[config.mk]
export PLATFORM = sky130hd
export DESIGN_NAME = smoothstep_crossfade_ramp_core
export DESIGN_NICKNAME = d
export VERILOG_FILES = /design/src/rtl/core/scfr_pkg.sv /design/src/rtl/core/scfr_div.sv /design/src/rtl/core/scfr_smul.sv /design/src/rtl/core/scfr_rq.sv /design/src/rtl/core/smoothstep_crossfade_ramp_core.sv
export SDC_FILE = /design/constraint.sdc
export NUM_CORES = 1
export LEC_CHECK = 0
export ABC_AREA = 1
export BUFFER_PORTS_ARGS = -buffer_cell sky130_fd_sc_hd__buf_2
export CAP_MARGIN = 25
export CORE_AREA = 2 2 205 207
export CTS_CLUSTER_DIAMETER = 200
export DETAILED_ROUTE_END_ITERATION = 7
export DIE_AREA = 0 0 207 209
export GPL_TIMING_DRIVEN = 0
export HOLD_SLACK_MARGIN = 0.08
export PLACE_DENSITY = 0.83
export SYNTH_ARGS = -nofsm -noshare
export SYNTH_HDL_FRONTEND = slang
export SYNTH_SLANG_ARGS = --single-unit
[constraint.sdc]
create_clock -name clk -period 12.2 [get_ports clk]
set_input_delay 1.83 -clock clk [delete_from_list [all_inputs] [get_ports clk]]
set_output_delay 1.83 -clock clk [all_outputs]
set_load 0.005 [all_outputs]
[src/rtl/core/scfr_pkg.sv]
`default_nettype none
package scfr_pkg;

  localparam int VOL_W          = 16;
  localparam int GAIN_FRAC_BITS = 15;
  localparam logic [VOL_W-1:0] GAIN_ONE = VOL_W'(1 << GAIN_FRAC_BITS);

  localparam int DUR_W  = 16;
  localparam int STEP_W = 10;
  localparam int ELA_W  = 17;
  localparam int PROG_W = 16;

  localparam logic [2:0] FUNC_TICK   = 3'd0;
  localparam logic [2:0] FUNC_IN     = 3'd1;
  localparam logic [2:0] FUNC_OUT    = 3'd2;
  localparam logic [2:0] FUNC_XF     = 3'd3;
  localparam logic [2:0] FUNC_CANCEL = 3'd4;

  localparam logic [1:0] MODE_IDLE = 2'd0;
  localparam logic [1:0] MODE_IN   = 2'd1;
  localparam logic [1:0] MODE_OUT  = 2'd2;
  localparam logic [1:0] MODE_XF   = 2'd3;

  localparam logic [1:0] CFG_DURATION = 2'd0;
  localparam logic [1:0] CFG_STEP     = 2'd1;
  localparam logic [1:0] CFG_TARGET   = 2'd2;

  typedef struct packed {
    logic             from_write;
    logic [VOL_W-1:0] from_volume;
    logic             to_write;
    logic [VOL_W-1:0] to_volume;
    logic             stop_from;
    logic             fade_out_done;
    logic             fade_finished;
    logic             last;
  } res_t;

  function automatic logic [VOL_W-1:0] clamp_gain(input logic [VOL_W-1:0] v);
    clamp_gain = (v > GAIN_ONE) ? GAIN_ONE : v;
  endfunction

endpackage
`default_nettype wire

[src/rtl/core/scfr_div.sv]
`default_nettype none
// Restoring divider, one quotient bit per cycle. Needs num < den.
module scfr_div import scfr_pkg::*; #(
  parameter int Q_W = 16,
  parameter int D_W = 16
) (
  input  wire logic           clk,
  input  wire logic           rst_n,
  input  wire logic           start,
  input  wire logic [D_W:0]   num,
  input  wire logic [D_W-1:0] den,
  output logic                done,
  output logic [Q_W-1:0]      quo
);

  localparam int CW = $clog2(Q_W + 1);

  logic [D_W:0]   rem_r;
  logic [D_W-1:0] den_r;
  logic [Q_W-1:0] quo_r;
  logic [CW-1:0]  cnt_r;
  logic           run_r;
  logic           done_r;

  logic [D_W:0] trial;
  logic         fits;

  assign trial = {rem_r[D_W-1:0], 1'b0};
  assign fits  = trial >= {1'b0, den_r};

  always_ff @(posedge clk) begin
    if (!rst_n) begin
      run_r  <= 1'b0;
      done_r <= 1'b0;
      cnt_r  <= '0;
    end else begin
      done_r <= 1'b0;
      if (start) begin
        run_r <= 1'b1;
        cnt_r <= CW'(Q_W);
      end else if (run_r) begin
        cnt_r <= cnt_r - 1'b1;
        if (cnt_r == CW'(1)) begin
          run_r  <= 1'b0;
          done_r <= 1'b1;
        end
      end
    end
  end

  always_ff @(posedge clk) begin
    if (start) begin
      rem_r <= num;
      den_r <= den;
      quo_r <= '0;
    end else if (run_r) begin
      rem_r <= fits ? (trial - {1'b0, den_r}) : trial;
      quo_r <= {quo_r[Q_W-2:0], fits};
    end
  end

  assign done = done_r;
  assign quo  = quo_r;

endmodule
`default_nettype wire

[src/rtl/core/scfr_smul.sv]
`default_nettype none
// Shift-add multiplier, one multiplier bit per cycle, product in {hi, lo}.
module scfr_smul import scfr_pkg::*; #(
  parameter int A_W = 32,
  parameter int B_W = 18
) (
  input  wire logic             clk,
  input  wire logic             rst_n,
  input  wire logic             start,
  input  wire logic [A_W-1:0]   a,
  input  wire logic [B_W-1:0]   b,
  output logic                  done,
  output logic [A_W+B_W-1:0]    prod
);

  localparam int CW = $clog2(B_W + 1);

  logic [A_W-1:0] a_r;
  logic [A_W-1:0] hi_r;
  logic [B_W-1:0] lo_r;
  logic [CW-1:0]  cnt_r;
  logic           run_r;
  logic           done_r;

  logic [A_W:0] sum;

  assign sum = {1'b0, hi_r} + (lo_r[0] ? {1'b0, a_r} : {(A_W+1){1'b0}});

  always_ff @(posedge clk) begin
    if (!rst_n) begin
      run_r  <= 1'b0;
      done_r <= 1'b0;
      cnt_r  <= '0;
    end else begin
      done_r <= 1'b0;
      if (start) begin
        run_r <= 1'b1;
        cnt_r <= CW'(B_W);
      end else if (run_r) begin
        cnt_r <= cnt_r - 1'b1;
        if (cnt_r == CW'(1)) begin
          run_r  <= 1'b0;
          done_r <= 1'b1;
        end
      end
    end
  end

  always_ff @(posedge clk) begin
    if (start) begin
      a_r  <= a;
      hi_r <= '0;
      lo_r <= b;
    end else if (run_r) begin
      hi_r <= sum[A_W:1];
      lo_r <= {sum[0], lo_r[B_W-1:1]};
    end
  end

  assign done = done_r;
  assign prod = {hi_r, lo_r};

endmodule
`default_nettype wire

[src/rtl/core/scfr_rq.sv]
`default_nettype none
// Two-entry result queue in front of the output channel.
module scfr_rq import scfr_pkg::*; (
  input  wire logic clk,
  input  wire logic rst_n,
  input  wire logic push,
  input  res_t      push_data,
  output logic      full,
  output logic      out_valid,
  input  wire logic out_ready,
  output res_t      out_data
);

  res_t       ent_r [2];
  logic       wr_r;
  logic       rd_r;
  logic [1:0] cnt_r;
  logic       pop;
  logic       do_push;

  assign full      = cnt_r == 2'd2;
  assign out_valid = cnt_r != 2'd0;
  assign out_data  = ent_r[rd_r];
  assign pop       = out_valid && out_ready;
  assign do_push   = push && !full;

  always_ff @(posedge clk) begin
    if (!rst_n) begin
      wr_r  <= 1'b0;
      rd_r  <= 1'b0;
      cnt_r <= 2'd0;
    end else begin
      if (do_push) wr_r <= ~wr_r;
      if (pop)     rd_r <= ~rd_r;
      cnt_r <= cnt_r + {1'b0, do_push} - {1'b0, pop};
    end
  end

  always_ff @(posedge clk) begin
    if (do_push) ent_r[wr_r] <= push_data;
  end

endmodule
`default_nettype wire

[src/rtl/core/smoothstep_crossfade_ramp_core.sv]
`default_nettype none
// Sequence: a start or cancel request goes from idle to a push for each result it
// makes; a tick that completes a fade goes through check and push, a mid-fade tick
// through check, a 16-bit serial divide, then three 18-bit serial multiplies on one
// shared unit, then build and push.
// Flow: one request at a time; the next is taken once the last result is queued,
// and a full result queue holds the sequencer in push until it has room.
// Reset: synchronous active-low rst_n; mode idle, elapsed and start volume zero,
// registers back to duration 2000 ms, step 20 ms, target unity.
module smoothstep_crossfade_ramp_core import scfr_pkg::*; (
  input  wire logic        clk,
  input  wire logic        rst_n,
  // request channel
  input  wire logic        in_tvalid,
  output logic             in_tready,
  input  wire logic [23:0] in_tdata,  // [15:0] current_volume, [16] channels_present, zero pad
  input  wire logic [2:0]  in_tuser,  // [2:0] func
  // result channel
  output logic             out_tvalid,
  input  wire logic        out_tready,
  output logic [39:0]      out_tdata, // [0] from_write, [16:1] from_volume, [17] to_write,
                                      // [33:18] to_volume, [34] stop_from,
                                      // [35] fade_out_done, [36] fade_finished, zero pad
  output logic             out_tlast,
  // register writes
  input  wire logic        cfg_valid,
  output logic             cfg_ready,
  input  wire logic [1:0]  cfg_index,
  input  wire logic [15:0] cfg_data
);

  // sequencer states
  localparam logic [2:0] S_IDLE = 3'd0;
  localparam logic [2:0] S_CHK  = 3'd1;  // elapsed vs duration
  localparam logic [2:0] S_DIV  = 3'd2;  // progress divide
  localparam logic [2:0] S_MUL  = 3'd3;  // smoothstep and gain
  localparam logic [2:0] S_RES  = 3'd4;  // build mid-fade result
  localparam logic [2:0] S_PUSH = 3'd5;  // hand results to queue

  // multiplier phases
  localparam logic [1:0] MPH_SQ   = 2'd0;  // p*p
  localparam logic [1:0] MPH_CUBE = 2'd1;  // p^2 * (3 - 2p)
  localparam logic [1:0] MPH_GAIN = 2'd2;  // start_volume * s

  localparam logic [17:0] THREE_Q16 = 18'd196608;
  localparam logic [ELA_W-1:0] ELA_MAX = '1;

  // configuration registers
  logic [DUR_W-1:0]  dur_r;
  logic [STEP_W-1:0] step_r;
  logic [VOL_W-1:0]  tgt_r;

  // ramp state
  logic [1:0]       mode_r;
  logic [ELA_W-1:0] ela_r;
  logic [VOL_W-1:0] sv_r;

  logic [2:0]        st_r;
  logic [1:0]        mph_r;
  logic              mul_go_r;
  logic              div_go_r;
  logic [PROG_W-1:0] p_r;
  logic [31:0]       p2_r;
  logic [16:0]       s_r;
  logic [VOL_W-1:0]  gin_r;
  logic              frac_r;

  res_t       res0_r;
  res_t       res1_r;
  logic [1:0] nres_r;

  // request fields
  logic [2:0]       rq_func;
  logic [VOL_W-1:0] rq_cur;
  logic             rq_present;
  logic             in_hs;

  assign rq_func    = in_tuser;
  assign rq_cur     = clamp_gain(in_tdata[15:0]);
  assign rq_present = in_tdata[16];
  // nothing is taken while reset is held
  assign in_tready  = rst_n && (st_r == S_IDLE);
  assign in_hs      = in_tvalid && in_tready;
  assign cfg_ready  = rst_n;

  // serial units
  logic              div_done;
  logic [PROG_W-1:0] div_q;
  logic              mul_done;
  logic [49:0]       mul_prod;
  logic [31:0]       mul_a;
  logic [17:0]       mul_b;

  scfr_div #(.Q_W(PROG_W), .D_W(DUR_W)) u_div (
    .clk   (clk),
    .rst_n (rst_n),
    .start (div_go_r),
    .num   (ela_r),
    .den   (dur_r),
    .done  (div_done),
    .quo   (div_q)
  );

  always_comb begin
    case (mph_r)
      MPH_SQ: begin
        mul_a = {16'd0, p_r};
        mul_b = {2'd0, p_r};
      end
      MPH_CUBE: begin
        mul_a = p2_r;
        mul_b = THREE_Q16 - {1'b0, p_r, 1'b0};
      end
      MPH_GAIN: begin
        mul_a = {15'd0, s_r};
        mul_b = {2'd0, sv_r};
      end
      default: begin
        mul_a = '0;
        mul_b = '0;
      end
    endcase
  end

  scfr_smul #(.A_W(32), .B_W(18)) u_mul (
    .clk   (clk),
    .rst_n (rst_n),
    .start (mul_go_r),
    .a     (mul_a),
    .b     (mul_b),
    .done  (mul_done),
    .prod  (mul_prod)
  );

  // result queue
  logic q_full;
  res_t q_out;

  scfr_rq u_rq (
    .clk       (clk),
    .rst_n     (rst_n),
    .push      (st_r == S_PUSH),
    .push_data (res0_r),
    .full      (q_full),
    .out_valid (out_tvalid),
    .out_ready (out_tready),
    .out_data  (q_out)
  );

  assign out_tdata = {3'd0, q_out.fade_finished, q_out.fade_out_done, q_out.stop_from,
                      q_out.to_volume, q_out.to_write, q_out.from_volume, q_out.from_write};
  assign out_tlast = q_out.last;

  // helpers
  logic [ELA_W:0]   ela_sum;
  logic             done_now;
  logic [VOL_W-1:0] gout;

  assign ela_sum  = {1'b0, ela_r} + {{(ELA_W+1-STEP_W){1'b0}}, step_r};
  assign done_now = ela_r >= {1'b0, dur_r};
  // floor(sv*(1-s)) = sv - ceil(sv*s)
  assign gout     = sv_r - gin_r - {{(VOL_W-1){1'b0}}, frac_r};

  function automatic res_t mk(input logic fw, input logic [VOL_W-1:0] fv,
                              input logic tw, input logic [VOL_W-1:0] tv,
                              input logic stp, input logic fod, input logic fin,
                              input logic lst);
    res_t r;
    r.from_write    = fw;
    r.from_volume   = fw ? fv : '0;
    r.to_write      = tw;
    r.to_volume     = tw ? tv : '0;
    r.stop_from     = stp;
    r.fade_out_done = fod;
    r.fade_finished = fin;
    r.last          = lst;
    mk = r;
  endfunction

  // config writes
  always_ff @(posedge clk) begin
    if (!rst_n) begin
      dur_r  <= DUR_W'(2000);
      step_r <= STEP_W'(20);
      tgt_r  <= GAIN_ONE;
    end else if (cfg_valid && cfg_ready) begin
      case (cfg_index)
        CFG_DURATION: dur_r  <= cfg_data;
        CFG_STEP:     step_r <= cfg_data[STEP_W-1:0];
        CFG_TARGET:   tgt_r  <= cfg_data;
        default: ;
      endcase
    end
  end

  // sequencer
  always_ff @(posedge clk) begin
    if (!rst_n) begin
      st_r     <= S_IDLE;
      mode_r   <= MODE_IDLE;
      ela_r    <= '0;
      sv_r     <= '0;
      mph_r    <= MPH_SQ;
      mul_go_r <= 1'b0;
      div_go_r <= 1'b0;
      nres_r   <= 2'd0;
    end else begin
      mul_go_r <= 1'b0;
      div_go_r <= 1'b0;
      case (st_r)
        S_IDLE: begin
          if (in_hs) begin
            if (rq_func == FUNC_TICK) begin
              if (mode_r != MODE_IDLE) begin
                ela_r <= ela_sum[ELA_W] ? ELA_MAX : ela_sum[ELA_W-1:0];
                st_r  <= S_CHK;
              end
            end else if (rq_func == FUNC_IN || rq_func == FUNC_OUT ||
                         rq_func == FUNC_XF || rq_func == FUNC_CANCEL) begin
              // every command cancels the running fade
              mode_r <= MODE_IDLE;
              if (rq_func != FUNC_CANCEL && rq_present) begin
                case (rq_func)
                  FUNC_IN: begin
                    if (dur_r == '0) begin
                      res0_r <= mk(1'b0, '0, 1'b1, clamp_gain(tgt_r), 1'b0, 1'b0, 1'b0, 1'b1);
                    end else begin
                      sv_r   <= clamp_gain(tgt_r);
                      ela_r  <= '0;
                      mode_r <= MODE_IN;
                      res0_r <= mk(1'b0, '0, 1'b1, '0, 1'b0, 1'b0, 1'b0, 1'b1);
                    end
                    nres_r <= 2'd1;
                    st_r   <= S_PUSH;
                  end
                  FUNC_OUT: begin
                    if (dur_r == '0) begin
                      res0_r <= mk(1'b1, '0, 1'b0, '0, 1'b0, 1'b1, 1'b1, 1'b1);
                      nres_r <= 2'd1;
                      st_r   <= S_PUSH;
                    end else begin
                      sv_r   <= rq_cur;
                      ela_r  <= '0;
                      mode_r <= MODE_OUT;
                    end
                  end
                  default: begin
                    // crossfade
                    sv_r  <= rq_cur;
                    ela_r <= '0;
                    if (dur_r == '0) begin
                      // direct cut: stop at zero, then restore
                      res0_r <= mk(1'b1, '0, 1'b0, '0, 1'b1, 1'b0, 1'b0, 1'b0);
                      res1_r <= mk(1'b1, rq_cur, 1'b1, rq_cur, 1'b0, 1'b0, 1'b1, 1'b1);
                      nres_r <= 2'd2;
                    end else begin
                      mode_r <= MODE_XF;
                      res0_r <= mk(1'b0, '0, 1'b1, '0, 1'b0, 1'b0, 1'b0, 1'b1);
                      nres_r <= 2'd1;
                    end
                    st_r <= S_PUSH;
                  end
                endcase
              end
            end
          end
        end

        S_CHK: begin
          if (done_now) begin
            mode_r <= MODE_IDLE;
            st_r   <= S_PUSH;
            case (mode_r)
              MODE_IN: begin
                res0_r <= mk(1'b0, '0, 1'b1, sv_r, 1'b0, 1'b0, 1'b1, 1'b1);
                nres_r <= 2'd1;
              end
              MODE_OUT: begin
                res0_r <= mk(1'b1, '0, 1'b0, '0, 1'b0, 1'b1, 1'b1, 1'b1);
                nres_r <= 2'd1;
              end
              default: begin
                res0_r <= mk(1'b1, '0, 1'b1, sv_r, 1'b1, 1'b0, 1'b0, 1'b0);
                res1_r <= mk(1'b1, sv_r, 1'b0, '0, 1'b0, 1'b0, 1'b1, 1'b1);
                nres_r <= 2'd2;
              end
            endcase
          end else begin
            div_go_r <= 1'b1;
            st_r     <= S_DIV;
          end
        end

        S_DIV: begin
          if (div_done) begin
            p_r      <= div_q;
            mph_r    <= MPH_SQ;
            mul_go_r <= 1'b1;
            st_r     <= S_MUL;
          end
        end

        S_MUL: begin
          if (mul_done) begin
            case (mph_r)
              MPH_SQ: begin
                p2_r     <= mul_prod[31:0];
                mph_r    <= MPH_CUBE;
                mul_go_r <= 1'b1;
              end
              MPH_CUBE: begin
                s_r      <= mul_prod[48:32];
                mph_r    <= MPH_GAIN;
                mul_go_r <= 1'b1;
              end
              default: begin
                gin_r  <= mul_prod[31:16];
                frac_r <= |mul_prod[15:0];
                st_r   <= S_RES;
              end
            endcase
          end
        end

        S_RES: begin
          case (mode_r)
            MODE_IN:  res0_r <= mk(1'b0, '0, 1'b1, gin_r, 1'b0, 1'b0, 1'b0, 1'b1);
            MODE_OUT: res0_r <= mk(1'b1, gout, 1'b0, '0, 1'b0, 1'b0, 1'b0, 1'b1);
            default:  res0_r <= mk(1'b1, gout, 1'b1, gin_r, 1'b0, 1'b0, 1'b0, 1'b1);
          endcase
          nres_r <= 2'd1;
          st_r   <= S_PUSH;
        end

        S_PUSH: begin
          if (!q_full) begin
            if (nres_r == 2'd2) begin
              res0_r <= res1_r;
              nres_r <= 2'd1;
            end else begin
              nres_r <= 2'd0;
              st_r   <= S_IDLE;
            end
          end
        end

        default: st_r <= S_IDLE;
      endcase
    end
  end

endmodule
`default_nettype wire

# After elaboration in Yosys (flattened, before gate mapping)
# Memories as Yosys holds them, arrays and structs flattened. A register that Yosys moved wholly into a read port is not among the register bits.
# Cells that the tools add are included.
[word_totals]
register_bits = 392
n_memories = 1
output_inout_bits = 44
inputBits = 50
elab_cells = 267
mem_bits_rw = 76
[classes]
n_bitwise = 7
reduce_logical = 48
n_mux = 104
add_sub_neg = 10
order_cmp = 4
n_eq_ne = 44
[memory_table]
columns = ["name", "depth", "width", "read_ports", "rd_clocked_by_memory_dff", "wr", "line_no", "rtl"]
rows = [
  ["u_rq.ent_r", 2, 38, 1, 1, 1, "scfr_rq.sv:14", "res_t ent_r [2];"],
]
[op_table]
columns = ["operator", "n"]
rows = [
  ["38-bit 2-to-1 mux", 17],
  ["38-bit one-hot mux with 2 select lines", 4],
  ["38-bit one-hot mux with 4 select lines", 1],
  ["17-bit 2-to-1 mux", 7],
  ["16-bit 2-to-1 mux", 7],
  ["32-bit one-hot mux with 3 select lines", 1],
  ["18-bit one-hot mux with 3 select lines", 1],
  ["3-bit 2-to-1 mux", 13],
  ["18-bit 2-to-1 mux", 2],
  ["2-bit 2-to-1 mux", 18],
  ["17-bit by 16-bit greater-or-equal comparator with 1-bit output", 2],
  ["32-bit by 33-bit adder with 33-bit output", 1],
  ["16-bit greater-than comparator (second input constant)", 2],
  ["32-bit 2-to-1 mux", 1],
  ["16-bit one-hot mux with 2 select lines", 1],
  ["16-bit subtractor", 2],
  ["10-bit AND reduction", 3],
  ["2-bit != test (second input constant)", 11],
  ["20-bit 2-to-1 mux", 1],
  ["5-bit 2-to-1 mux", 4],
  ["2-bit one-hot mux with 2 select lines", 5],
  ["17-bit by 10-bit adder with 18-bit output", 1],
  ["1-bit 2-to-1 mux", 18],
  ["3-bit one-hot mux with 6 select lines", 1],
  ["37 further kinds", 93],
]

# Depth between registers and ports, before layout
[depth]
depth_word = 9
depth_mapped = 20
mapped_depth_nobuf = 18

# Cells and area by module
# A second synthesis with hierarchy kept.
[unflattened]
hier_cells = 3009
area_unflattened_um2 = 25256.7
[by_module_without_submodules]
columns = ["module", "area_each_um2", "seq_area_each_um2", "cells_per_inst", "n_inst"]
rows = [
  ["smoothstep_crossfade_ramp_core", 12972.4, 6316.1, 1556, 1],
  ["scfr_smul", 5768.0, 2282.2, 854, 1],
  ["scfr_div", 3448.3, 1421.4, 444, 1],
  ["scfr_rq", 3067.9, 2382.3, 155, 1],
]

# Least setup slack after synthesis
# Ideal clock, no wire load.
[synth_path]
kind = "in2reg"
start = "input rst_n"
end = "register res0_r[0] in the netlist's numbering (enable)"
cell_stages = 9
arrival_ps = 5311
required_time_ps = 11719
slack_ps = 6409
path_cell_list = "buf_2 > inv_1 > nor2_4 > nand2_4 > nand2_1 > nand3_1 > nor2_1 > nand2_1 > nor3_1"
[synth_between]
elab_chain_cells = 4
[synth_rtl]
columns = ["item", "line_no", "rtl"]
rows = [
  ["from (decl)", "smoothstep_crossfade_ramp_core.sv:12", "input wire logic rst_n,"],
  ["1-bit logical AND", "smoothstep_crossfade_ramp_core.sv:82", "assign in_tready = rst_n && (st_r == S_IDLE);"],
  ["named net in_tready", "smoothstep_crossfade_ramp_core.sv:15", "output logic in_tready,"],
  ["1-bit logical AND", "smoothstep_crossfade_ramp_core.sv:83", "assign in_hs = in_tvalid && in_tready;"],
  ["2-bit != test (no line)", "-", ""],
  ["10-bit AND reduction (no line)", "-", ""],
  ["to (signal assigned)", "smoothstep_crossfade_ramp_core.sv:226", "res0_r <= mk(1'b0, '0, 1'b1, clamp_gain(tgt_r), 1'b0, 1'b0, 1'b0, 1'b1);"],
  ["to (signal assigned)", "smoothstep_crossfade_ramp_core.sv:231", "res0_r <= mk(1'b0, '0, 1'b1, '0, 1'b0, 1'b0, 1'b0, 1'b1);"],
  ["to (signal assigned)", "smoothstep_crossfade_ramp_core.sv:238", "res0_r <= mk(1'b1, '0, 1'b0, '0, 1'b0, 1'b1, 1'b1, 1'b1);"],
  ["to (decl)", "smoothstep_crossfade_ramp_core.sv:68", "res_t res0_r;"],
]
# The timed path passes the listed nets, and every way through them passes these cells.
# A chain may end at the register's enable or synchronous reset.

# Worst setup path after layout
[layout_path]
start = "input rst_n"
end = "output in_tready"
[layout_between]
elab_chain_cells = 1
[layout_rtl]
columns = ["item", "line_no"]
rows = [
  ["1-bit logical AND", "smoothstep_crossfade_ramp_core.sv:82"],
  ["to (decl)", "smoothstep_crossfade_ramp_core.sv:15"],
]
# Every way passes these cells.

==> summary.md <==
| Metric | Value |
|---|---|
| Status | finished clean |
| Clock Skew | between 20 and 30 ps |
| Post_cts resized | 0 |
| Pwr Density | 182 nW/um^2 |
| Final worst setup slack | 7700 ps |
| Row count | 75 |
| Post-CTS setup buffers | 0 |
| CP Launch Type | input pin |
| Post-layout min period | 4500 ps |
| RSZ-0062 raised after global routing | no |
| Worst r2r dst | u_mul.hi_r[29] |
| Die Area | 43300 sq um |
| Core Box Area | slightly above 40000 sq um |
| Vias in the first global route | 19800 |
| Die Height | between 200 and 250 microns |
| Clock latency on the worst-skew pair | approximately 600 ps |
| HP Class | register to register |
| Initial antenna violation count | 4 |
| Area Growth Syn to Fin | 11.8% |
| Mapped cell area | 24300 sq um |
| Ys Warns | 0 |
| Critical Path End Type | primary output |
| GP Congestion | between 1 and 1.5 |
| IO Port Bufs | roughly 80 |
| Tot GR Track Use | 0.312 |
| Syn_area_per_cell | 8.63 sq um |
| Post-synth EDFFs | 311 |
| Via count | between 20000 and 25000 |
| Fraction of layout cells with a size suffix above 1 | 0.0983 |
| Setup WS pre-CTS | about 7700 ps |
| Worst setup path end | in_tready |
| Slew Viols, Final | 0 |
| Startpoint of the worst register-to-register path | u_mul.lo_r[0] |
| CTS tree | yes |
| Setup crit start | rst_n |
| Max Fanout on Critical Path | 10 |
| CTS Hold Buffers Added | 0 |
| Seq cells post-synth | 464 |
| Final setup viols | 0 |
| Crit path cell chain | buf_2 > inv_1 > nor2_4 > buf_2 |
| Peak VDD IR | 123 uV |
| Max stage delay cell, worst path | buf_2 |
| Grt total ovfl | 0 |
| First-pass GRT wire length | approximately 110000 microns |
| DR iter-0 viols | 2327 |
| Final Hold Vio Count | 0 |
| Clock transition at the registers of the reported paths | 60 ps |
| Utilization after layout | 0.658 |
| Setup TNS | 0 ps |
| Clock sink count | 464 |
| CP required | a little over 10000 ps |
| CTS H-tree depth | 2 |
| Nets | 3131 |
| IO Count | 94 |
| Antenna Nets Post-Route | 0 |
| Kind of critical path | input pin to primary output |
| Fillers | 3277 |
| Post-synth cell types | 55 |
| WL/cell | approximately 19 microns |
| CTS root buf | clkbuf_16 |
| TritonCTS buffer count | a little under 50 |
| DRC viols | 0 |
| Fmax | 0.222 GHz |
| Top_reg_cell synth | edfxtp_1 |
| Die Width | between 200 and 250 microns |
| Commonest non-fill, non-tap cells in the layout | 693 x nand2_1, 389 x inv_1, 311 x edfxtp_1 |
| R2r setup slk | 9060 ps |
| Commonest non-fill, non-tap cell in the layout | nand2_1 |
| Initial Utilization | 0.589 |
| Arr. time, crit path | 2670 ps |
| Detailed Routing Iterations Pass 1 | 7 |
| Largest net degree at the start of global routing | 35 |
| Async SR Flop Fraction | 0 |
| WHS Path Cells | 0 |
| Slew @ Worst Pin | 992 ps |
| Dominant cell type by count on the critical path | buf_2 |
| Post-DP HPWL | between 50000 and 60000 microns |
| Longest Clk Path Bufs | 3 |
| WL final | between 60000 and 70000 microns |
| CP Depth | 4 |
| Crit path largest cell delay | 320 ps |
| Total Power | 4.94 mW |
| Via density | 5.81 |
| Period utilisation layout | 0.369 |
| Slew headroom | 0.337 |
| Max Cap Violations | 0 |
| Reg2reg path depth | 19 |
| Gate Count Post-Synth | 2816 |
| Top Family by Delay on Critical Path | buffers and inverters |
| WP buf/inv | 3 |
| Leakage | 11.8 nW |
| Sequential area share after synthesis | 0.510 |
==> how the worst min path moves through the flow <==
stage                        startpoint  endpoint  slack (ps)
after floorplan            u_div.quo[0]    p_r[0]         410
after global placement    u_div.quo[14]   p_r[14]         410
after detailed placement  u_div.quo[11]   p_r[11]         420
after CTS                  u_div.quo[2]    p_r[2]         430
after global routing      u_div.quo[14]   p_r[14]         440
final                      u_div.quo[2]    p_r[2]         430
==> cell type report <==
cell class                 instances  area, sq um  area share
sequential                       464        12400       0.457
multi-input combinational       1874        10100       0.371
inverter                         399         1500      0.0552
clock buffer                      58         1260      0.0464
tap                              539          674      0.0248
timing repair buffer              93          537      0.0198
buffer                            81          372      0.0137
clock inverter                    33          335      0.0123
antenna                            4         10.0    0.000368
==> power by group <==
part / switching (mW) / internal [mW] / leakage (nW)
Sequential: 0.134 / 1.92 / 4.07
Clock: 0.623 / 0.869 / 0.778
Combinational: 0.917 / 0.473 / 6.95
==> through the flow <==
stage | std cells | hold slack [ps] | instance area [sq um]
final | 3545 | 428 | 27200
after global routing | 3543 | 441 | 27200
after CTS | 3541 | 432 | 27200
after detailed placement | 3450 | 419 | 25600
after global placement | 3439 | 410 | 25400
after floorplan | 2818 | 408 | 24300
==> kinds of logic after synthesis <==
family,synth area share
flops,0.510
other cells,0.000154
xor+xnor,0.0108
simple gates,0.217
fa+ha+maj,0.0628
buf+inv,0.0770
compound gates,0.105
mux,0.0176
==> synth_stat cells (all sizes together), types with 2 or more instances <==
cell type | n | share of area
inv | 397 | 0.061
o211ai | 34 | 0.010
o21bai | 4 | 0.0012
nand2 | 702 | 0.11
clkinv | 2 | 0.00031
o41ai | 2 | 0.00072
buf | 35 | 0.0082
o22ai | 14 | 0.0036
xor2 | 14 | 0.0050
ha | 114 | 0.059
nor3 | 24 | 0.0069
o31ai | 14 | 0.0060
a31oi | 12 | 0.0031
and3 | 3 | 0.00077
nand4 | 20 | 0.0058
or2 | 9 | 0.0023
o21a | 2 | 0.00062
fa | 5 | 0.0041
nand3 | 189 | 0.040
clkbuf | 46 | 0.0071
a21oi | 196 | 0.041
nor2 | 252 | 0.041
nand3b | 21 | 0.0065
nor3b | 4 | 0.0016
mux2 | 38 | 0.018
edfxtp | 311 | 0.38
xnor2 | 16 | 0.0058
o21ai | 156 | 0.032
nor4 | 9 | 0.0023
a32o | 6 | 0.0025
dfxtp | 153 | 0.13
a21o | 7 | 0.0022
==> sequential cells by signal, summed over array words and instances (netlist names), 17 cells and up, named ones only <==
register and count:
ela_r 17, u_rq.ent_r 76, u_mul.a_r 32, u_mul.hi_r 32, u_mul.lo_r 18, p2_r 32
s_r 17, res0_r 38, res1_r 33
==> layer usage <==
layer  part of all wire  GRT usage
met5                  0          0
met4              0.039      0.134
met3              0.092     0.0514
met2               0.46      0.508
met1               0.41      0.414
Power figures use the tool's default switching activity.
